--- config.mk ---
export PLATFORM = sky130hd
export DESIGN_NAME = scpt_eps
export DESIGN_NICKNAME = d
export VERILOG_FILES = /design/src/rtl/scpt_pkg.sv /design/src/rtl/scpt_eps.sv
export SDC_FILE = /design/constraint.sdc
export NUM_CORES = 1
export LEC_CHECK = 0
export BUFFER_PORTS_ARGS = -buffer_cell sky130_fd_sc_hd__buf_2
export CORE_MARGIN = 4
export CORE_UTILIZATION = 35
export CTS_CLUSTER_SIZE = 30
export DETAILED_ROUTE_END_ITERATION = 12
export HOLD_SLACK_MARGIN = 0.02
export PLACE_DENSITY_LB_ADDON = 0.08
export SLEW_MARGIN = 20
export SYNTH_ARGS = -nofsm -noshare
export SYNTH_HDL_FRONTEND = slang
export SYNTH_SLANG_ARGS = --single-unit
--- constraint.sdc ---
create_clock -name clock -period 6.6 [get_ports clock]
set_clock_uncertainty 0.15 [all_clocks]
set_input_delay 1.32 -clock clock [delete_from_list [all_inputs] [get_ports clock]]
set_output_delay 1.32 -clock clock [all_outputs]
set_load 0.1 [all_outputs]
--- src/rtl/scpt_pkg.sv ---
`default_nettype none
package scpt_pkg;
   localparam int MaxCurves = 4;
   localparam int MaxPoints = 64;
   localparam int CurveW = $clog2(MaxCurves);
   localparam int PointW = $clog2(MaxPoints);
   localparam int CountW = $clog2(MaxPoints + 1);
   localparam int AddrW = CurveW + PointW;
   localparam int Depth = MaxCurves * MaxPoints;
   localparam logic [12:0] EpsMul = 13'd6711;
   localparam int EpsShift = 26;

   typedef enum logic [2:0] {
      FUNC_ADD = 3'd0, FUNC_SET = 3'd1, FUNC_GET = 3'd2, FUNC_COUNT = 3'd3,
      FUNC_DELETE = 3'd4, FUNC_CLEAR = 3'd5, FUNC_RSVD6 = 3'd6, FUNC_RSVD7 = 3'd7
   } func_type;

   typedef enum logic [1:0] {
      STATUS_OK = 2'd0, STATUS_BAD_INDEX = 2'd1, STATUS_FULL = 2'd2, STATUS_RSVD = 2'd3
   } status_type;

   typedef enum logic [1:0] {
      CSR_CURVE_COUNT = 2'd0, CSR_RANGE_MIN = 2'd1, CSR_RANGE_MAX = 2'd2, CSR_NONE = 2'd3
   } csr_index_type;

   typedef enum logic [3:0] {
      ST_IDLE, ST_CHECK, ST_SEARCH_RD, ST_SEARCH_WAIT, ST_SEARCH_CMP, ST_DECIDE,
      ST_SHIFT_RD, ST_SHIFT_WAIT, ST_SHIFT_WR, ST_WRITE, ST_GET_RD, ST_GET_WAIT,
      ST_RESP
   } state_type;

   // controller -> datapath
   typedef struct packed {
      logic load_item;     // capture request, index = 0 for add, else point_index
      logic scan_up;       // index++
      logic scan_down;     // index--
      logic set_index_pi;  // index = point_index
      logic set_index_cnt; // index = count
      logic mem_rd;        // read at index (or index-1 / index+1 per rd_prev/rd_next)
      logic rd_prev;
      logic rd_next;
      logic mem_wr_shift;  // write latched read data at index
      logic mem_wr_entry;  // write new entry at index
      logic cnt_inc;
      logic cnt_dec;
      logic cnt_clear;
      logic take_get;      // latch get data into result
      logic set_pos;       // pos = index
      logic rsp_load;
      status_type status;
   } cmd_type;

   // datapath -> controller
   typedef struct packed {
      func_type func;
      logic curve_bad;
      logic point_bad;     // point_index >= count
      logic scan_end;      // index >= count
      logic key_ge_lo;     // rd key >= k - eps
      logic key_le_hi;     // rd key <= k + eps
      logic full;          // count >= MaxPoints
      logic at_pos;        // index == pos + 1
      logic at_last;       // index + 1 >= count
      logic tail_done;     // index + 2 >= count
   } stat_type;
endpackage
`default_nettype wire

--- src/rtl/scpt_eps.sv ---
`default_nettype none
// Tolerance from the range registers: |max-min| * 6711 >> 26, registered.
module scpt_eps (
   input  wire logic clock,
   input  wire logic signed [31:0] range_min,
   input  wire logic signed [31:0] range_max,
   output logic [19:0] eps
);
   import scpt_pkg::*;
   logic signed [32:0] diff;
   logic [32:0] mag_in, mag_ff;
   logic [45:0] prod;
   logic [19:0] eps_in, eps_ff;

   assign diff = 33'(range_max) - 33'(range_min);
   assign mag_in = diff[32] ? 33'(-diff) : 33'(diff);
   assign prod = 46'(mag_ff) * 46'(EpsMul);
   assign eps_in = 20'(prod >> EpsShift);

   always_ff @(posedge clock) begin
      mag_ff <= mag_in;
      eps_ff <= eps_in;
   end
   assign eps = eps_ff;
endmodule
`default_nettype wire

Word-level counts from Yosys, hierarchy flattened:

Index checks and enable logic that the tools add are counted.

* add/subtract/negate cells: 2
* multiply operators: 1
* muxes and demuxes: 1

Operator list (count)
* $mul A33 B13 Y46 const B: 1
* $neg A33 Y33: 1
* $sub A32 B32 Y33: 1
* $mux W32: 1

* register bits: 53
* bits of input ports: 65

Depth between registers and ports, before layout:

* word-level depth: 3
* mapped depth: 22

Worst setup path before layout:

OpenSTA, ideal clock, no wires.

* kind: reg2reg
* start point: reg mag_ff[11]
* end point: reg eps_ff[14] (netlist: eps[14])
* setup time: 0.072 ns
* data arrival time: 5.101 ns
* required time: 6.378 ns
* path slack: 1.277 ns
* cell stages (with the launch flop): 21
* path buffers: 0
* path through: dfxtp_1 > ha_1 > fa_1 > inv_1 > fa_1 > inv_1 > fa_1 > inv_1 > fa_1 > inv_1 > ha_1 > o21ai_0 > nor2_1 > a2111oi_0 > a2111oi_0 > o21ai_0 > a21oi_1 > or3_1 > a31o_2 > a21oi_1 > xnor2_1

* cells in the longest elaborated chain, start to end: 1

RTL lines
* start: declaration: RTL line scpt_eps.sv:11 `logic [32:0] mag_in, mag_ff;`
* start signal: assignment: RTL line scpt_eps.sv:21 `mag_ff <= mag_in;`
* $mul A33 B13 Y46: RTL line scpt_eps.sv:17 `assign prod = 46'(mag_ff) * 46'(EpsMul);`
* via prod[40]: RTL line scpt_eps.sv:12 `logic [45:0] prod;`
* end signal: assignment: RTL line scpt_eps.sv:22 `eps_ff <= eps_in;`
* end: declaration: RTL line scpt_eps.sv:13 `logic [19:0] eps_in, eps_ff;`

The timed path passes the listed nets, and every way through them passes these cells.
A chain may end at the register's enable or synchronous reset.

Final worst setup path:

* start point: reg mag_ff[10]
* end point: reg eps_ff[14] (netlist: eps[14])

The elaborated chain is that of the path after synthesis.

==> metrics <==
outcome=completed; period utilisation layout=0.9309; RSZ-0062 raised after global routing=no; vias in the first global route=just under 9,000; Clock transition at path regs=0.08 ns; die height=between 150 and 200 um; max cap viols=0; Critical Path Start Type=register; Multi-input gate area=8810 um^2; Fill cells=roughly 3,300; PostCTS Resize Cnt=0; Main synth FF type=dfxtp_1; register area=1061 um^2; cts hold-fix bufs=0; share of post-route cells with drive strength above 1=0.08860; Synth Area per Inst=slightly below 9 um^2; final period demand of the worst path=roughly 6.1 ns; total die area=35,480 um^2; Post-Syn Area=~11,000 um^2; pin count of the biggest net entering global routing=30; Least-Margin Pin Slew=0.7296 ns; Post-DP HPWL=23.54 mm; overall routing resource usage=0.1530; CP max stage delay=roughly 0.52 ns; Ys Warns=0; flops & latches, synth=53; num ports=85; Setup Crit Path Kind=reg2reg; final setup violating endpoints=0; Antenna Cells=0; Final #Nets=1,792; Area Overhead vs Synth=9.671%; Root Driver=clkbuf_16; sequential-to-total area share from yosys stat=0.09319; Post-synth EDFFs=0; Slew Limit Fails=0; worst min-delay path class=reg2reg; Iter 0 DRT Violations=about 340; share of synthesized registers carrying an async set or reset=0; Synth Net Count=1,710; slowest CP cell=fa_1; vias per cell=4.548; worst path cell trace=ha_1 -> fa_1 -> inv_1 -> fa_1 -> inv_1 -> fa_1 -> fa_1 -> ha_1 -> a211oi_1 -> nor2_1 -> a2111oi_0 -> a2111oi_0 -> buf_4 -> o21ai_0 -> a21oi_1 -> buf_4 -> or3_1 -> a31o_2 -> a21oi_1 -> xnor2_1; Core ar.=31,800 um^2; Cells after Synth=1,294; via count=8,241; TritonCTS Buffers=5; final RePlAce weighted congestion=0.8400; CTS tree=yes; final core utilization=0.3927; die width=about 190 um; most frequent CP cell=fa_1; wire per inst=14.21 um; global-route wire length before repair=44.44 mm; row cnt=65; crit path capture type=register; Initial Util=0.3581; Yosys cell types=70; final WL=~26 mm; post-CTS setup buffers=0; Rel. slew slack=0.5085; GR Overflow Total=0; final hold slack=between 0.8 and 0.9 ns; DR pass1 iterations=4; placed inst area=~12,000 um^2; endpoints failing hold=0; Clock Latency Late Sink=0.32 ns; initial antenna violation count=0; TNS Setup=0 ns; Critical Path RT=6.71 ns; # H-tree levels=2; commonest non-fill, non-tap cells in the layout=390 x inv_1, 184 x ha_1, 167 x fa_1; DRT antenna net count=0; drt drc=0; Achievable Freq=about 0.16 GHz; most common cell after layout, fill and taps aside=inv_1; clk buf depth=2; Worst Path Max Fanout=4; CP arrival=between 6 and 7 ns; # clock sinks=53; IO Port Bufs=84; post-route cell area=12,490 um^2
## cells by family (layout without fill, tap and decap cells)
| family | count (synthesis) | after routing | share of synthesized area |
|---|---|---|---|
| adders and majority gates | 351 | 351 | 0.4958 |
| xor gates and xnor gates | 75 | 75 | 0.05901 |
| DFF | 53 | 53 | 0.09319 |
| muxes | 5 | 5 | 0.004725 |
| and+or+nand+nor | 201 | 201 | 0.09055 |
| AOI/OAI and AO/OA | 205 | 205 | 0.1231 |
| buffers and inverters | 404 | 487 | 0.1336 |
## flip-flops by register name (all words and copies together) (netlist names)
register and flops:
eps 20, mag_ff 33
## Yosys cell counts (11+ instances only)
library cell  instances  area [um^2]
xnor2_1              37        324.1
nor2_1               54        202.7
o21ai_0              32        160.2
fa_1                167         3343
nand3_1              18        90.09
a31oi_1              11        68.82
nand4_1              13        81.33
ha_1                184         2302
nand2_1              46        172.7
a21oi_1              64        320.3
inv_1               390         1464
dfxtp_1              53         1061
a21o_1               21        157.7
xor2_1               36        315.3
nor3_1               15        75.07
## layout make-up
class	instances	share of cell area
clock inverter	3	0.002305
clock buffer	5	0.01002
timing repair buffer	88	0.03607
sequential	53	0.08497
multi-input combinational	837	0.7055
tap	435	0.04359
inverter	391	0.1175
## metrics by stage
| stage | std cells | setup WS (ns) |
|---|---|---|
| after global placement | 1804 | 0.4576 |
| after CTS | 1812 | 0.3896 |
| after detailed placement | 1804 | 0.3973 |
| final | 1812 | 0.4561 |
| after global routing | 1812 | 0.1007 |
| after floorplan | 1294 | 1.277 |
## final timing paths
kind / slack (ns) / endpoint / depth (start not counted) / start
hold reg to reg: 0.83 / eps[19]$_DFF_P_ / 4 / mag_ff[32]$_SDFF_PP0_
hold / removal: 0.83 / eps[19]$_DFF_P_ / 4 / mag_ff[32]$_SDFF_PP0_
setup reg to reg: 0.46 / eps[14]$_DFF_P_ / 20 / mag_ff[10]$_DFF_P_
setup / recovery: 0.46 / eps[14]$_DFF_P_ / 20 / mag_ff[10]$_DFF_P_
## per-layer routing
metal  GRT usage  share of wire  up-vias
met2      0.2393           0.42       94
met5           0              0        -
li1            -              -     4276
met4     0.02578         0.0089        0
met3     0.01186          0.025        9
met1      0.2351           0.54     3862
## worst max-delay path, delay by kind of cell (launching register included)
kind,cells,cell delay [ns]
AND/OR/NAND/NOR,2,0.48
buffers and inverters,4,0.47
XOR/XNOR,1,0.13
AO/OA/AOI/OAI,7,1.76
flip-flops,1,0.44
adder cells (fa/ha/maj),6,2.66
Power is left out: the tool's default activity adds up to more than one toggle a clock period on the data nets, which glitch-free logic cannot reach.
