--- config.mk ---
export PLATFORM = sky130hd
export DESIGN_NAME = scpt_ctrl
export DESIGN_NICKNAME = d
export VERILOG_FILES = /design/src/rtl/scpt_pkg.sv /design/src/rtl/scpt_ctrl.sv
export SDC_FILE = /design/constraint.sdc
export NUM_CORES = 1
export LEC_CHECK = 0
export ABC_AREA = 1
export BUFFER_PORTS_ARGS = -buffer_cell sky130_fd_sc_hd__buf_4
export CORE_MARGIN = 5
export CORE_UTILIZATION = 46
export CTS_CLUSTER_DIAMETER = 40
export CTS_CLUSTER_SIZE = 24
export DETAILED_ROUTE_END_ITERATION = 10
export GPL_TIMING_DRIVEN = 0
export PLACE_DENSITY = 0.78
export SLEW_MARGIN = 15
export SYNTH_ARGS = -nofsm -noshare
export SYNTH_HDL_FRONTEND = slang
export SYNTH_SLANG_ARGS = --single-unit
--- constraint.sdc ---
create_clock -name clock -period 1.7 [get_ports clock]
set_clock_uncertainty 0.05 [all_clocks]
set_input_delay 0.255 -clock clock [delete_from_list [all_inputs] [get_ports clock]]
set_output_delay 0.255 -clock clock [all_outputs]
set_load 0.01 [all_outputs]
--- src/rtl/scpt_pkg.sv ---
`default_nettype none
package scpt_pkg;
   localparam int MaxCurves = 4;
   localparam int MaxPoints = 64;
   localparam int CurveW = $clog2(MaxCurves);
   localparam int PointW = $clog2(MaxPoints);
   localparam int CountW = $clog2(MaxPoints + 1);
   localparam int AddrW = CurveW + PointW;
   localparam int Depth = MaxCurves * MaxPoints;
   localparam logic [12:0] EpsMul = 13'd6711;
   localparam int EpsShift = 26;

   typedef enum logic [2:0] {
      FUNC_ADD = 3'd0, FUNC_SET = 3'd1, FUNC_GET = 3'd2, FUNC_COUNT = 3'd3,
      FUNC_DELETE = 3'd4, FUNC_CLEAR = 3'd5, FUNC_RSVD6 = 3'd6, FUNC_RSVD7 = 3'd7
   } func_type;

   typedef enum logic [1:0] {
      STATUS_OK = 2'd0, STATUS_BAD_INDEX = 2'd1, STATUS_FULL = 2'd2, STATUS_RSVD = 2'd3
   } status_type;

   typedef enum logic [1:0] {
      CSR_CURVE_COUNT = 2'd0, CSR_RANGE_MIN = 2'd1, CSR_RANGE_MAX = 2'd2, CSR_NONE = 2'd3
   } csr_index_type;

   typedef enum logic [3:0] {
      ST_IDLE, ST_CHECK, ST_SEARCH_RD, ST_SEARCH_WAIT, ST_SEARCH_CMP, ST_DECIDE,
      ST_SHIFT_RD, ST_SHIFT_WAIT, ST_SHIFT_WR, ST_WRITE, ST_GET_RD, ST_GET_WAIT,
      ST_RESP
   } state_type;

   // controller -> datapath
   typedef struct packed {
      logic load_item;     // capture request, index = 0 for add, else point_index
      logic scan_up;       // index++
      logic scan_down;     // index--
      logic set_index_pi;  // index = point_index
      logic set_index_cnt; // index = count
      logic mem_rd;        // read at index (or index-1 / index+1 per rd_prev/rd_next)
      logic rd_prev;
      logic rd_next;
      logic mem_wr_shift;  // write latched read data at index
      logic mem_wr_entry;  // write new entry at index
      logic cnt_inc;
      logic cnt_dec;
      logic cnt_clear;
      logic take_get;      // latch get data into result
      logic set_pos;       // pos = index
      logic rsp_load;
      status_type status;
   } cmd_type;

   // datapath -> controller
   typedef struct packed {
      func_type func;
      logic curve_bad;
      logic point_bad;     // point_index >= count
      logic scan_end;      // index >= count
      logic key_ge_lo;     // rd key >= k - eps
      logic key_le_hi;     // rd key <= k + eps
      logic full;          // count >= MaxPoints
      logic at_pos;        // index == pos + 1
      logic at_last;       // index + 1 >= count
      logic tail_done;     // index + 2 >= count
   } stat_type;
endpackage
`default_nettype wire

--- src/rtl/scpt_ctrl.sv ---
`default_nettype none
module scpt_ctrl (
   input  wire logic clock,
   input  wire logic reset,
   input  wire logic req_valid,
   output logic req_ready,
   output logic rsp_valid,
   input  wire logic rsp_ready,
   input  wire scpt_pkg::stat_type stat,
   output scpt_pkg::cmd_type cmd
);
   import scpt_pkg::*;
   state_type state_ff, state_in;
   logic replace_ff, replace_in;
   logic valid_ff;
   logic rsp_done;

   assign rsp_done = cmd.rsp_load;

   always_comb begin
      state_in = state_ff;
      replace_in = replace_ff;
      unique case (state_ff)
         ST_IDLE: if (req_valid) state_in = ST_CHECK;
         ST_CHECK: begin
            if (stat.curve_bad) state_in = ST_RESP;
            else begin
               unique case (stat.func)
                  FUNC_ADD: state_in = stat.scan_end ? ST_DECIDE : ST_SEARCH_RD;
                  FUNC_SET: state_in = stat.point_bad ? ST_RESP : ST_WRITE;
                  FUNC_GET: state_in = stat.point_bad ? ST_RESP : ST_GET_RD;
                  FUNC_DELETE: state_in = stat.point_bad ? ST_RESP :
                                          (stat.at_last ? ST_RESP : ST_SHIFT_RD);
                  default: state_in = ST_RESP;
               endcase
            end
         end
         ST_SEARCH_RD: state_in = ST_SEARCH_WAIT;
         ST_SEARCH_WAIT: state_in = ST_SEARCH_CMP;
         ST_SEARCH_CMP: begin
            if (stat.key_ge_lo) begin
               replace_in = stat.key_le_hi;
               state_in = ST_DECIDE;
            end else state_in = ST_SEARCH_RD;
         end
         ST_DECIDE: begin
            if (replace_ff) state_in = ST_WRITE;
            else if (stat.full) state_in = ST_RESP;
            else if (stat.scan_end) state_in = ST_WRITE;
            else state_in = ST_SHIFT_RD;
         end
         ST_SHIFT_RD: state_in = ST_SHIFT_WAIT;
         ST_SHIFT_WAIT: state_in = ST_SHIFT_WR;
         ST_SHIFT_WR: begin
            if (stat.func == FUNC_ADD) state_in = stat.at_pos ? ST_WRITE : ST_SHIFT_RD;
            else state_in = stat.tail_done ? ST_RESP : ST_SHIFT_RD;
         end
         ST_WRITE: state_in = ST_RESP;
         ST_GET_RD: state_in = ST_GET_WAIT;
         ST_GET_WAIT: state_in = ST_RESP;
         ST_RESP: state_in = ST_IDLE;
         default: state_in = ST_IDLE;
      endcase
      if (state_ff == ST_SEARCH_CMP && !stat.key_ge_lo && stat.at_last) begin
         replace_in = 1'b0;
         state_in = ST_DECIDE;
      end
      if (state_ff == ST_CHECK) replace_in = 1'b0;
      if (state_ff == ST_RESP && valid_ff && !rsp_ready) state_in = ST_RESP;
   end

   // Search scans idx upward; at DECIDE idx is the position. Insert then sets
   // idx = count and walks down copying idx-1 to idx until idx == pos.
   // SHIFT_WR for add ends the copy when the written idx is pos + 1.
   always_comb begin
      cmd = '0;
      cmd.status = STATUS_OK;
      unique case (state_ff)
         ST_IDLE: cmd.load_item = req_valid;
         ST_CHECK: begin
            if (stat.func == FUNC_SET || stat.func == FUNC_GET ||
                stat.func == FUNC_DELETE) cmd.set_index_pi = 1'b1;
         end
         ST_SEARCH_RD: cmd.mem_rd = 1'b1;
         ST_SEARCH_CMP: begin
            if (!stat.key_ge_lo) cmd.scan_up = 1'b1;
         end
         ST_DECIDE: begin
            cmd.set_pos = 1'b1;
            if (!replace_ff && !stat.full) cmd.set_index_cnt = 1'b1;
         end
         ST_SHIFT_RD: begin
            cmd.mem_rd = 1'b1;
            if (stat.func == FUNC_ADD) cmd.rd_prev = 1'b1;
            else cmd.rd_next = 1'b1;
         end
         ST_SHIFT_WR: begin
            cmd.mem_wr_shift = 1'b1;
            if (stat.func == FUNC_ADD) cmd.scan_down = 1'b1;
            else cmd.scan_up = 1'b1;
         end
         ST_WRITE: begin
            cmd.mem_wr_entry = 1'b1;
            if (stat.func == FUNC_ADD && !replace_ff) cmd.cnt_inc = 1'b1;
         end
         ST_GET_RD: cmd.mem_rd = 1'b1;
         ST_GET_WAIT: cmd.take_get = 1'b1;
         default: ;
      endcase
      if (state_ff == ST_CHECK && !stat.curve_bad) begin
         if (stat.func == FUNC_CLEAR) cmd.cnt_clear = 1'b1;
         if (stat.func == FUNC_DELETE && !stat.point_bad && stat.at_last)
            cmd.cnt_dec = 1'b1;
      end
      if (state_ff == ST_SHIFT_WR && stat.func == FUNC_DELETE && stat.tail_done)
         cmd.cnt_dec = 1'b1;
      if (state_in == ST_RESP && state_ff != ST_RESP) begin
         cmd.rsp_load = 1'b1;
         if (stat.curve_bad) cmd.status = STATUS_BAD_INDEX;
         else if (state_ff == ST_CHECK && stat.point_bad &&
                  (stat.func == FUNC_SET || stat.func == FUNC_GET ||
                   stat.func == FUNC_DELETE)) cmd.status = STATUS_BAD_INDEX;
         else if (state_ff == ST_DECIDE) cmd.status = STATUS_FULL;
      end
   end

   always_ff @(posedge clock) begin
      if (reset) begin
         state_ff <= ST_IDLE;
         replace_ff <= 1'b0;
         valid_ff <= 1'b0;
      end else begin
         state_ff <= state_in;
         replace_ff <= replace_in;
         if (rsp_done) valid_ff <= 1'b1;
         else if (rsp_ready) valid_ff <= 1'b0;
      end
   end

   assign req_ready = state_ff == ST_IDLE;
   assign rsp_valid = valid_ff;
endmodule
`default_nettype wire

Word level (Yosys, flattened, before mapping)
Index checks and enable logic that the tools add are counted.
Widths: inputs -> output; s select.
{"block": "word_totals", "reg_bits": 6, "output_inout_bits": 20, "in_bits": 16}
{"block": "op_classes", "n_eq_ne": 18, "n_mux": 45, "n_reduce_logical": 29}
{"op": "$mux 4", "n": 12}
{"op": "$pmux 4 s11", "n": 1}
{"op": "$eq 4x4->1 const B", "n": 6}
{"op": "$mux 1", "n": 19}
{"op": "$eq 4x3->1 const B", "n": 4}
{"op": "$pmux 4 s4", "n": 1}
{"op": "$mux 3", "n": 5}
{"op": "$logic_and 1x1->1", "n": 14}
{"op": "$mux 2", "n": 6}
{"op": "$eq 4x2->1 const B", "n": 2}
{"op": "$eq 3x3->1 const B", "n": 2}
{"op": "$logic_not 1->1", "n": 6}
{"op": "$reduce_or 3->1", "n": 2}
{"op": "$eq 4x1->1 const B", "n": 1}
{"op": "$logic_not 4->1", "n": 1}
{"op": "$ne 4x4->1 const B", "n": 1}
{"op": "$eq 3x1->1 const B", "n": 1}
{"op": "$eq 3x2->1 const B", "n": 1}
{"op": "$logic_not 3->1", "n": 1}
{"op": "$logic_or 1x1->1", "n": 2}
{"op": "$pmux 1 s2", "n": 1}
{"op": "$reduce_and 2->1", "n": 1}
{"op": "$reduce_bool 2->1", "n": 1}
{"op": "$reduce_or 2->1", "n": 1}

Depth between registers and ports, before layout
Gate-level depths: netlist of run 1.
{"block": "logic_depth", "word_depth": 11, "depth_mapped": 10}

Worst setup path after synthesis of run 1
OpenSTA, ideal clock, no wires.
{"block": "synth_timing", "kind": "register -> output", "startpoint": "register state_ff[0]", "endpoint": "output cmd[0] in the netlist's numbering", "arrival_time_ns": 1.247, "slack_ns": 0.148, "stages_incl_launch_ff": 9, "cell_sequence": "dfxtp_1 -> nand2_4 -> nor2_2 -> nand2_1 -> nand3_1 -> nor2_1 -> nor2_2 -> nand2_2 -> nor2_1"}
{"element": "start, declared", "line_no": "scpt_ctrl.sv:13", "rtl": "state_type state_ff, state_in;"}
{"element": "start signal, assigned", "line_no": "scpt_ctrl.sv:133", "rtl": "state_ff <= state_in;"}
{"element": "end, declared", "line_no": "scpt_ctrl.sv:10", "rtl": "output scpt_pkg::cmd_type cmd"}

==> summary.txt, run 1 <==
STA
  • Final Cycle Share: 113%
  • Final min period: 1.92 ns
  • Slew Limit Headroom: 80.9%
  • Slew @ Worst Pin: 0.286 ns
  • RSZ-0062 raised after global routing: yes
  • Worst Hold Margin: 0.126 ns
  • Max Clock Freq: 0.520 GHz
  • Setup ws final: -0.223 ns
  • TNS Setup: -0.804 ns
  • Hold Vio Cnt, Final: 0
  • Max Slew Vio Count: 0
  • # setup viols final: 5

Cells and area
  • # nets final: 223
  • Layout area overhead: 78.4%
  • Antenna cell count: 0
  • Layout cells sized above 1: 50.2%
  • Post-route cell area: 1400 um2

Worst setup path
  • Worst EP required: 1.39 ns
  • Crit path DAT: 1.62 ns
  • Reg2reg setup slack: -0.15 ns
  • CP Cell Sequence: inv_8 > nand2_8 > nor2_8 > nand3_1 > nand2_2 > nor2_4 > nor2_2 > nand2_2 > nor2_1 > buf_4
  • Worst path bufs/invs: 2
  • Slowest CP cell: dfxtp_4
  • Critical path's most frequent cell: nand2_2
  • Max FO, Critical Path: 6
  • Cell family with most CP delay: simple AND/OR/NAND/NOR gates
  • Crit. End Element: output pin
  • Crit path kind: reg2out
  • Critical Path Max Stage Delay: 0.37 ns
  • Crit start category: flip-flop

Pwr
  • Worst VDD drop: 0.00117 V
  • Power Density: 1470 nW/um2
  • Leak: 0.752 nW

CTS
  • Clk buf depth: 2
  • Htree depth: 1
  • CTS tree: built
  • Worst-path clk slew: 0.05 ns
  • Clock sinks: 6
  • Skew-Pair Late Insertion Delay: 0.26 ns
  • Hold-fix buffers, CTS: 0
  • Clk root buf: clkbuf_4
  • Clock buffer count from CTS: 3

Routing
  • Routed WL per cell: 13.7 um
  • DRT antenna net count: 0
  • Router iterations before antenna repair: 4
  • Wirelength, routed: 3050 um
  • # DRC: 0
  • Starting DRT DRC Count: 39
  • DR vias: 1,190
  • Vias per Instance: 5.36

Yosys
  • Mapped cell area: 787 um2
  • Top-area cell type share of the netlist area: 21.0%
  • Top FF cell, synth: dfxtp_1
  • Synth cell types: 19
  • Cells after Synth: 150
  • Syn Nets: 166
  • Mean Syn Cell Area: 5.25 um2
  • Yosys top cell by area: nand2_1
  • FF+latch count, synth: 6
  • Yosys warning total: 0
  • Post-synth EDFFs: 0
  • Most numerous cell in the Yosys netlist: nand2_1
  • Commonest cells in the netlist: 44 x nand2_1, 28 x nor2_1, 18 x inv_1, 16 x nand3_1, 7 x inv_2
  • Area contributors post-synth: nand2_1 21%, dfxtp_1 15%, nor2_1 13%
  • Async SR Flop Fraction: 0%
  • Sequential cell area fraction in the yosys report: 15.3%

Run status
  • Failing checks: setup timing
  • Outcome: finished, violations left

Floorplanning
  • Chip width: 51.4 um
  • DIE HEIGHT: 51.4 um
  • Die footprint: 2640 um2
  • Initial core utilization: 47.1%
  • IO Pins: 36
  • # rows: 15
  • Core Area: 1670 um2

Hold path
  • Hold crit path type: in2reg

Flow run
  • Maxcap violations: 0

Placement
  • IO buf count: 35
  • Routability cong.: 0.862
  • Placed instance area: 1070 um2
  • Placement Setup Slack: -0.0701 ns
  • Post-DP HPWL: 2040 um

GRT
  • Initial antenna violation count: 0
  • First-pass GRT wire length: 4350 um
  • Largest net degree at the start of global routing: 8
  • Grt total ovfl: 0
  • GRT Resource Usage Total: 21.3%
  • Vias in the first global route: 1,062
per-stage QoR:
step                      utilization [%]  cells  total power, W
after floorplan                         -    150        0.000905
after global placement               64.1    202         0.00122
after detailed placement             64.1    202         0.00123
after CTS                            76.1    217         0.00176
after global routing                 84.0    222         0.00221
final                                84.0    222         0.00207
path summary, 6_finish.rpt:
kind,to,start,cells past startpoint
min,rsp_valid$_SDFFE_PP0P_,reset,2
min reg2reg,rsp_valid$_SDFFE_PP0P_,rsp_valid$_SDFFE_PP0P_,2
max,cmd[1],state_ff[2]$_SDFF_PP0_,10
max reg2reg,state_ff[1]$_SDFF_PP0_,state_ff[1]$_SDFF_PP0_,15
final cells by class:
class,count,area (um2)
clock buffer,3,22.5
fill,111,267
inverter,25,111
multi-input combinational,119,701
sequential,6,135
tap,17,21.3
timing repair buffer,52,413
power by group:
group          switching, W  total [W]  leakage (nW)  internal, W
Combinational      0.000822    0.00158         0.687     0.000755
Sequential         0.000134   0.000350        0.0518     0.000216
Clock             0.0000622   0.000143        0.0138    0.0000806
per-layer routing:
layer / wire length (um) / track usage (%) / share of wire, % / vias up
met4: 63 / 3.06 / 2.1 / 0
li1: - / - / - / 584
met2: 1650 / 42.2 / 54 / 44
met5: 0 / 0 / 0 / -
met1: 1180 / 22.8 / 39 / 554
met3: 151 / 4.96 / 5.0 / 8
registers in the layout, summed over array words and instances, names as in the netlist:
name	count
replace_ff	1
state_ff	4
rsp_valid	1
logic make-up (layout without fill, tap and decap cells):
group                  count (synthesis)  after routing  share of synthesized area (%)
AND/OR/NAND/NOR                      110            110                           66.0
buffers and inverters                 25             80                           11.9
AO/OA/AOI/OAI                          9              9                           6.84
flip-flops                             6              6                           15.3
placed cells by master, fill, tap and decap left out:
| cell type | instances |
|---|---|
| a2111oi_1 | 1 |
| a21oi_1 | 3 |
| a21oi_2 | 2 |
| buf_4 | 46 |
| buf_6 | 6 |
| clkbuf_4 | 3 |
| dfxtp_1 | 2 |
| dfxtp_4 | 4 |
| inv_1 | 16 |
| inv_2 | 5 |
| inv_4 | 2 |
| inv_6 | 1 |
| inv_8 | 1 |
| nand2_1 | 38 |
| nand2_2 | 7 |
| nand2_4 | 3 |
| nand2_8 | 2 |
| nand3_1 | 11 |
| nand3_2 | 7 |
| nand4_1 | 3 |
| nor2_1 | 22 |
| nor2_2 | 6 |
| nor2_4 | 5 |
| nor2_8 | 1 |
| nor3_1 | 2 |
| nor3_2 | 1 |
| nor3_4 | 1 |
| nor4_1 | 1 |
| o21ai_0 | 3 |
repair_timing:
| action | in CTS | in global routing |
|---|---|---|
| pin swaps | 12 | 17 |
| resized for setup | 27 | 26 |
| hold endpoints to repair | 0 | 0 |
| setup buffers | 12 | 10 |
| setup endpoints to repair | 5 | 7 |
(Power assumes the default switching activity.)
==> inputs of run 2 (changes only) <==
--- a/config.mk
+++ b/config.mk
@@ -7,13 +7,16 @@
 export LEC_CHECK = 0
 export ABC_AREA = 1
 export BUFFER_PORTS_ARGS = -buffer_cell sky130_fd_sc_hd__buf_4
+export CELL_PAD_IN_SITES_DETAIL_PLACEMENT = 1
+export CELL_PAD_IN_SITES_GLOBAL_PLACEMENT = 1
 export CORE_MARGIN = 5
-export CORE_UTILIZATION = 46
+export CORE_UTILIZATION = 30
+export CTS_BUF_LIST = sky130_fd_sc_hd__clkbuf_4 sky130_fd_sc_hd__clkbuf_8
 export CTS_CLUSTER_DIAMETER = 40
 export CTS_CLUSTER_SIZE = 24
 export DETAILED_ROUTE_END_ITERATION = 10
 export GPL_TIMING_DRIVEN = 0
-export PLACE_DENSITY = 0.78
+export PLACE_DENSITY = 0.8
 export SLEW_MARGIN = 15
 export SYNTH_ARGS = -nofsm -noshare
 export SYNTH_HDL_FRONTEND = slang
==> summary.txt, run 2 (synthesis results as in run 1) <==
Run status
  • Outcome: finished, violations left
  • Failing checks: setup timing

CTS
  • Clock buffer count from CTS: 3 (unchanged)
  • Htree depth: 1 (unchanged)
  • Clk root buf: clkbuf_4
  • Clk buf depth: 2 (unchanged)
  • Skew-Pair Late Insertion Delay: 0.25 ns (about the same)
  • CTS tree: built
  • Worst-path clk slew: 0.05 ns (about the same)
  • Clock sinks: 6 (unchanged)

Worst setup path
  • Crit start category: flip-flop
  • Crit. Startpoint: state_ff[1]$_SDFF_PP0_
  • Worst EP required: 1.39 ns (about the same)
  • FF-to-FF End: rsp_valid$_SDFFE_PP0P_
  • R2R depth: 13 (-2)
  • Crit path DAT: 1.66 ns (+0.04 ns)
  • Max FO, Critical Path: 4 (-2)
  • Crit path kind: reg2out
  • Reg2reg setup slack: -0.02 ns (+0.13 ns)
  • Crit. End Element: output pin
  • Reg-to-Reg Start: state_ff[1]$_SDFF_PP0_
  • Worst setup path end: cmd[0]

Pwr
  • Power Density: 1440 nW/um2 (-2.2%)
  • Worst VDD drop: 0.00114 V (-2.8%)
  • Leak: 0.731 nW (-2.8%)

STA
  • Setup ws final: -0.260 ns (-0.0366 ns)
  • # setup viols final: 7 (+2)
  • RSZ-0062 raised after global routing: yes
  • Final Cycle Share: 115% (+2.2 points)
  • Max Slew Vio Count: 0 (unchanged)
  • Final min period: 1.96 ns (+0.0366 ns)
  • Slew Limit Headroom: 80.5% (-0.43 points)
  • Max Clock Freq: 0.510 GHz (-1.9%)
  • Slew @ Worst Pin: 0.290 ns (+0.00412 ns)
  • Hold Vio Cnt, Final: 0 (unchanged)

Flow run
  • Maxcap violations: 0 (unchanged)

GRT
  • GRT Resource Usage Total: 21.1% (-0.22 points)
  • Initial antenna violation count: 0 (unchanged)
  • Largest net degree at the start of global routing: 8 (unchanged)
  • Grt total ovfl: 0 (unchanged)
  • First-pass GRT wire length: 5800 um (+33%)
  • Vias in the first global route: 1,248 (+18%)

Placement
  • Placed instance area: 1090 um2 (+1.5%)
  • Placement Setup Slack: -0.101 ns (-0.0305 ns)
  • IO buf count: 35 (unchanged)
  • Post-DP HPWL: 2490 um (+22%)
  • Routability cong.: 0.860 (-0.21%)

Routing
  • # DRC: 0 (unchanged)
  • Vias per Instance: 5.17 (-3.6%)
  • Wirelength, routed: 3980 um (+31%)
  • Router iterations before antenna repair: 4 (unchanged)
  • DR vias: 1,189 (-0.084%)
  • DRT antenna net count: 0 (unchanged)
  • Starting DRT DRC Count: 47 (+21%)
  • Routed WL per cell: 17.3 um (+26%)

Cells and area
  • Most frequent cells in the layout: 44 x buf_4, 40 x nand2_1, 20 x nor2_1
  • Fillcell total: 353 (+220%)
  • Post-route cell area: 1390 um2 (-0.71%)
  • Layout area overhead: 77.1%
  • Max FFs per register: 4 (unchanged)
  • Most common cell after layout, fill and taps aside: buf_4
  • Antenna cell count: 0 (unchanged)
  • Layout cells sized above 1: 51.0% (+0.76 points)
  • # nets final: 218 (-2.2%)
  • Most flops, register: state_ff

Floorplanning
  • IO Pins: 36 (unchanged)
  • Chip width: 61.2 um (+19%)
  • Initial core utilization: 31.5% (-16 points)
  • Core Area: 2500 um2 (+50%)
  • # rows: 18 (+3)
  • DIE HEIGHT: 61.2 um (+19%)
  • Die footprint: 3750 um2 (+42%)

Hold path
  • Hold crit path type: in2reg
## run 2: critical path, stage by stage (launching register included)
cell	delay [ns]
dfxtp_4	0.37
buf_6	0.13
nor2_4	0.09
nor2_2	0.05
nor2_1	0.11
nand3_1	0.12
nor2_2	0.14
nand3_2	0.12
nand2_4	0.09
nor2_1	0.04
buf_4	0.14
## run 2: worst min-delay path by stage
stage | start | depth (start not counted) | end | slack (ns)
5_1_grt | reset | 2 | rsp_valid$_SDFFE_PP0P_ | 0.14
6_report | reset | 2 | rsp_valid$_SDFFE_PP0P_ | 0.14
3_5_place_dp | reset | 2 | rsp_valid$_SDFFE_PP0P_ | 0.40
2_1_floorplan | reset | 1 | rsp_valid$_SDFFE_PP0P_ | 0.27
4_1_cts | reset | 2 | rsp_valid$_SDFFE_PP0P_ | 0.14
3_3_place_gp | reset | 2 | rsp_valid$_SDFFE_PP0P_ | 0.39
## run 2: repair_timing
action	4_1_cts	5_1_grt
endpoints found under the hold margin	0	0
buffers inserted	9	3
gates resized for setup	40	15
pin swaps	18	9
setup endpoints to repair	5	9
hold buffers	0	0
## run 2: through the flow
step	utilization [%]	total power (W)	std cells	TNS, ns	hold slack [ns]
floorplan	-	0.000905	150	0	0.267
global placement	43.5	0.00124	215	-0.175	0.388
detailed placement	43.5	0.00127	215	-0.295	0.396
CTS	52.6	0.00174	227	-0.725	0.137
global route	55.8	0.00214	230	-1.44	0.139
finish	55.8	0.00201	230	-0.874	0.135
## run 2: metal layers
| layer | up-vias | GRT usage, % | wire (um) |
|---|---|---|---|
| met5 | - | 0 | 0 |
| met4 | 0 | 12.1 | 184 |
| met2 | 45 | 35.8 | 2050 |
| met1 | 554 | 25.1 | 1500 |
| li1 | 571 | - | - |
| met3 | 19 | 3.14 | 242 |
## run 2: power breakdown
part / switching, W / internal (W) / leakage, nW / total [W]
logic: 0.000896 / 0.000630 / 0.666 / 0.00153
clock network: 0.0000525 / 0.0000799 / 0.0138 / 0.000132
registers: 0.000135 / 0.000216 / 0.0518 / 0.000351
## run 2: area by class of cell
cell class / count / area (um2) / share of cell area (%)
clock buffer: 3 / 22.5 / 1.62
inverter: 25 / 109 / 7.81
multi-input combinational: 119 / 726 / 52.1
sequential: 6 / 135 / 9.69
tap: 30 / 37.5 / 2.69
timing repair buffer: 47 / 364 / 26.1
==> inputs of run 3 (changes only) <==
--- a/config.mk
+++ b/config.mk
@@ -9,14 +9,14 @@
 export BUFFER_PORTS_ARGS = -buffer_cell sky130_fd_sc_hd__buf_4
 export CELL_PAD_IN_SITES_DETAIL_PLACEMENT = 1
 export CELL_PAD_IN_SITES_GLOBAL_PLACEMENT = 1
+export CORE_ASPECT_RATIO = 0.8
 export CORE_MARGIN = 5
-export CORE_UTILIZATION = 30
-export CTS_BUF_LIST = sky130_fd_sc_hd__clkbuf_4 sky130_fd_sc_hd__clkbuf_8
+export CORE_UTILIZATION = 26
 export CTS_CLUSTER_DIAMETER = 40
 export CTS_CLUSTER_SIZE = 24
 export DETAILED_ROUTE_END_ITERATION = 10
 export GPL_TIMING_DRIVEN = 0
-export PLACE_DENSITY = 0.8
+export PLACE_DENSITY = 0.74
 export SLEW_MARGIN = 15
 export SYNTH_ARGS = -nofsm -noshare
 export SYNTH_HDL_FRONTEND = slang
==> constraint.sdc (replaced) <==
create_clock -name clock -period 1.59 [get_ports clock]
set_clock_uncertainty 0.05 [all_clocks]
set_input_delay 0.2385 -clock clock [delete_from_list [all_inputs] [get_ports clock]]
set_output_delay 0.2385 -clock clock [all_outputs]
set_load 0.01 [all_outputs]
==> summary.txt, run 3 (synthesis results as in run 1) <==
Pwr
  • Leak: 0.723 nW (-1.1%)
  • Worst VDD drop: 0.00117 V (+2.9%)
  • Power Density: 1550 nW/um2 (+7.5%)

Cells and area
  • Final Non-Filler Cells: 237 (+3.0%)
  • Layout cells sized above 1: 49.7% (-1.3 points)
  • Most frequent cells in the layout: 44 x buf_4, 40 x nand2_1, 20 x nor2_1
  • Most flops, register: state_ff
  • # nets final: 217 (-0.46%)
  • Most common cell after layout, fill and taps aside: buf_4
  • Max FFs per register: 4 (unchanged)
  • Antenna cell count: 0 (unchanged)
  • Layout area overhead: 79.2%

STA
  • Worst Hold Margin: 0.139 ns (+0.00325 ns)
  • Max Clock Freq: 0.509 GHz
  • Setup ws final: -0.375 ns (-0.115 ns)
  • Max Slew Vio Count: 0 (unchanged)
  • Hold Vio Cnt, Final: 0 (unchanged)
  • RSZ-0062 raised after global routing: yes
  • Final Cycle Share: 124%
  • Slew @ Worst Pin: 0.281 ns (-0.00898 ns)
  • # setup viols final: 6 (-1)
  • Slew Limit Headroom: 81.1% (+0.61 points)
  • Final min period: 1.96 ns

Worst setup path
  • Crit path DAT: 1.68 ns (+0.02 ns)
  • Crit. End Element: output pin
  • Crit start category: flip-flop
  • Max FO, Critical Path: 6 (+2)
  • Crit path kind: reg2out
  • Worst EP required: 1.30 ns (-0.09 ns)

GRT
  • Initial antenna violation count: 0 (unchanged)
  • Vias in the first global route: 1,168 (-6.4%)
  • M3 GR Usage: 3.22% (+0.076 points)
  • Busiest grt layer: met2
  • Largest net degree at the start of global routing: 8 (unchanged)
  • Met2 Use GR: 28.4% (-7.4 points)
  • Met1 global-route usage: 23.1% (-2.0 points)
  • First-pass GRT wire length: 5750 um (-0.83%)
  • Grt total ovfl: 0 (unchanged)
  • GRT Resource Usage Total: 17.4% (-3.7 points)

Placement
  • IO buf count: 35 (unchanged)
  • Placement Setup Slack: -0.258 ns (-0.157 ns)
  • Placed cells: 223 (+3.7%)
  • Post-DP HPWL: 2590 um (+4.1%)
  • Routability cong.: 0.765 (-11%)

Run status
  • Outcome: finished, violations left
  • Failing checks: setup timing

Floorplanning
  • Chip width: 71.5 um (+17%)
  • DIE HEIGHT: 59.2 um (-3.3%)
  • # rows: 17 (-1)
  • IO Pins: 36 (unchanged)
  • Die footprint: 4230 um2 (+13%)
  • Initial core utilization: 27.8% (-3.7 points)
  • Core Area: 2830 um2 (+13%)

CTS
  • Worst-path clk slew: 0.04 ns (about the same)
  • Clock sinks: 6 (unchanged)
  • Clk root buf: clkbuf_8
  • CTS tree: built
  • Clock buffer count from CTS: 3 (unchanged)
  • Skew-Pair Late Insertion Delay: 0.23 ns (-0.02 ns)
  • Clk buf depth: 2 (unchanged)
  • Htree depth: 1 (unchanged)

Routing
  • # DRC: 0 (unchanged)
  • Routed WL per cell: 16.8 um (-2.9%)
  • Wirelength, routed: 3990 um (about the same)
  • DRT antenna net count: 0 (unchanged)
  • DR vias: 1,227 (+3.2%)
  • Router iterations before antenna repair: 4 (unchanged)
  • Vias per Instance: 5.18 (+0.15%)
  • Starting DRT DRC Count: 83 (+77%)

Flow run
  • Maxcap violations: 0 (unchanged)

Hold path
  • Hold crit path type: in2reg
-- run 3: cell count changes in the layout (fill, tap and decap cells not counted), sizes merged --
cell and change:
buf -1
-- run 3: metrics by stage --
step	power (W)	cell area [um2]	TNS, ns	util [%]
floorplan	0.000968	787	0	-
global placement	0.00134	1100	-0.574	38.8
detailed placement	0.00136	1100	-0.765	38.8
CTS	0.00189	1290	-1.21	45.6
global route	0.00234	1410	-2.26	49.8
finish	0.00218	1410	-1.56	49.8
-- run 3: power by group --
group,internal [W],switching [W]
logic,0.000647,0.000947
registers,0.000230,0.000131
clock network,0.000163,0.0000674
-- run 3: cell type report --
class / count / area [um2]
tap: 38 / 47.5
timing repair buffer: 46 / 353
fill: 374 / 1420
multi-input combinational: 119 / 732
inverter: 25 / 104
sequential: 6 / 133
clock buffer: 3 / 41.3
-- run 3: what timing repair did --
item | 4_1_cts | 5_1_grt
pin swaps | 17 | 14
setup buffers | 7 | 5
resized for setup | 29 | 20
endpoints found under the hold margin | 0 | 0
gates cloned | 0 | 0
endpoints found under the setup margin | 7 | 9
hold buffers | 0 | 0
-- run 3: final timing paths --
kind / startpoint / end / slack, ns / cells after the start
max: state_ff[1]$_SDFF_PP0_ / cmd[1] / -0.37 / 11
min: reset / state_ff[3]$_SDFF_PP0_ / 0.14 / 2
max reg2reg: state_ff[1]$_SDFF_PP0_ / rsp_valid$_SDFFE_PP0P_ / 0.03 / 11
min reg2reg: rsp_valid$_SDFFE_PP0P_ / rsp_valid$_SDFFE_PP0P_ / 0.44 / 2
-- run 3: per-layer routing --
layer / up-vias / share of wire, %
met5: - / 0
met4: 0 / 3.4
met3: 17 / 6.0
met2: 55 / 49
met1: 581 / 42
li1: 574 / -
-- run 3: worst max-delay path, stage by stage (launching register included) --
cell and delay [ns]:
dfxtp_4 0.41, inv_6 0.07, nand2_8 0.11, inv_2 0.04, nand2_2 0.07, nor2_1 0.06
nor2_2 0.09, nand3_2 0.15, nor2_4 0.12, nand2_2 0.09, nor2_1 0.11, buf_4 0.13
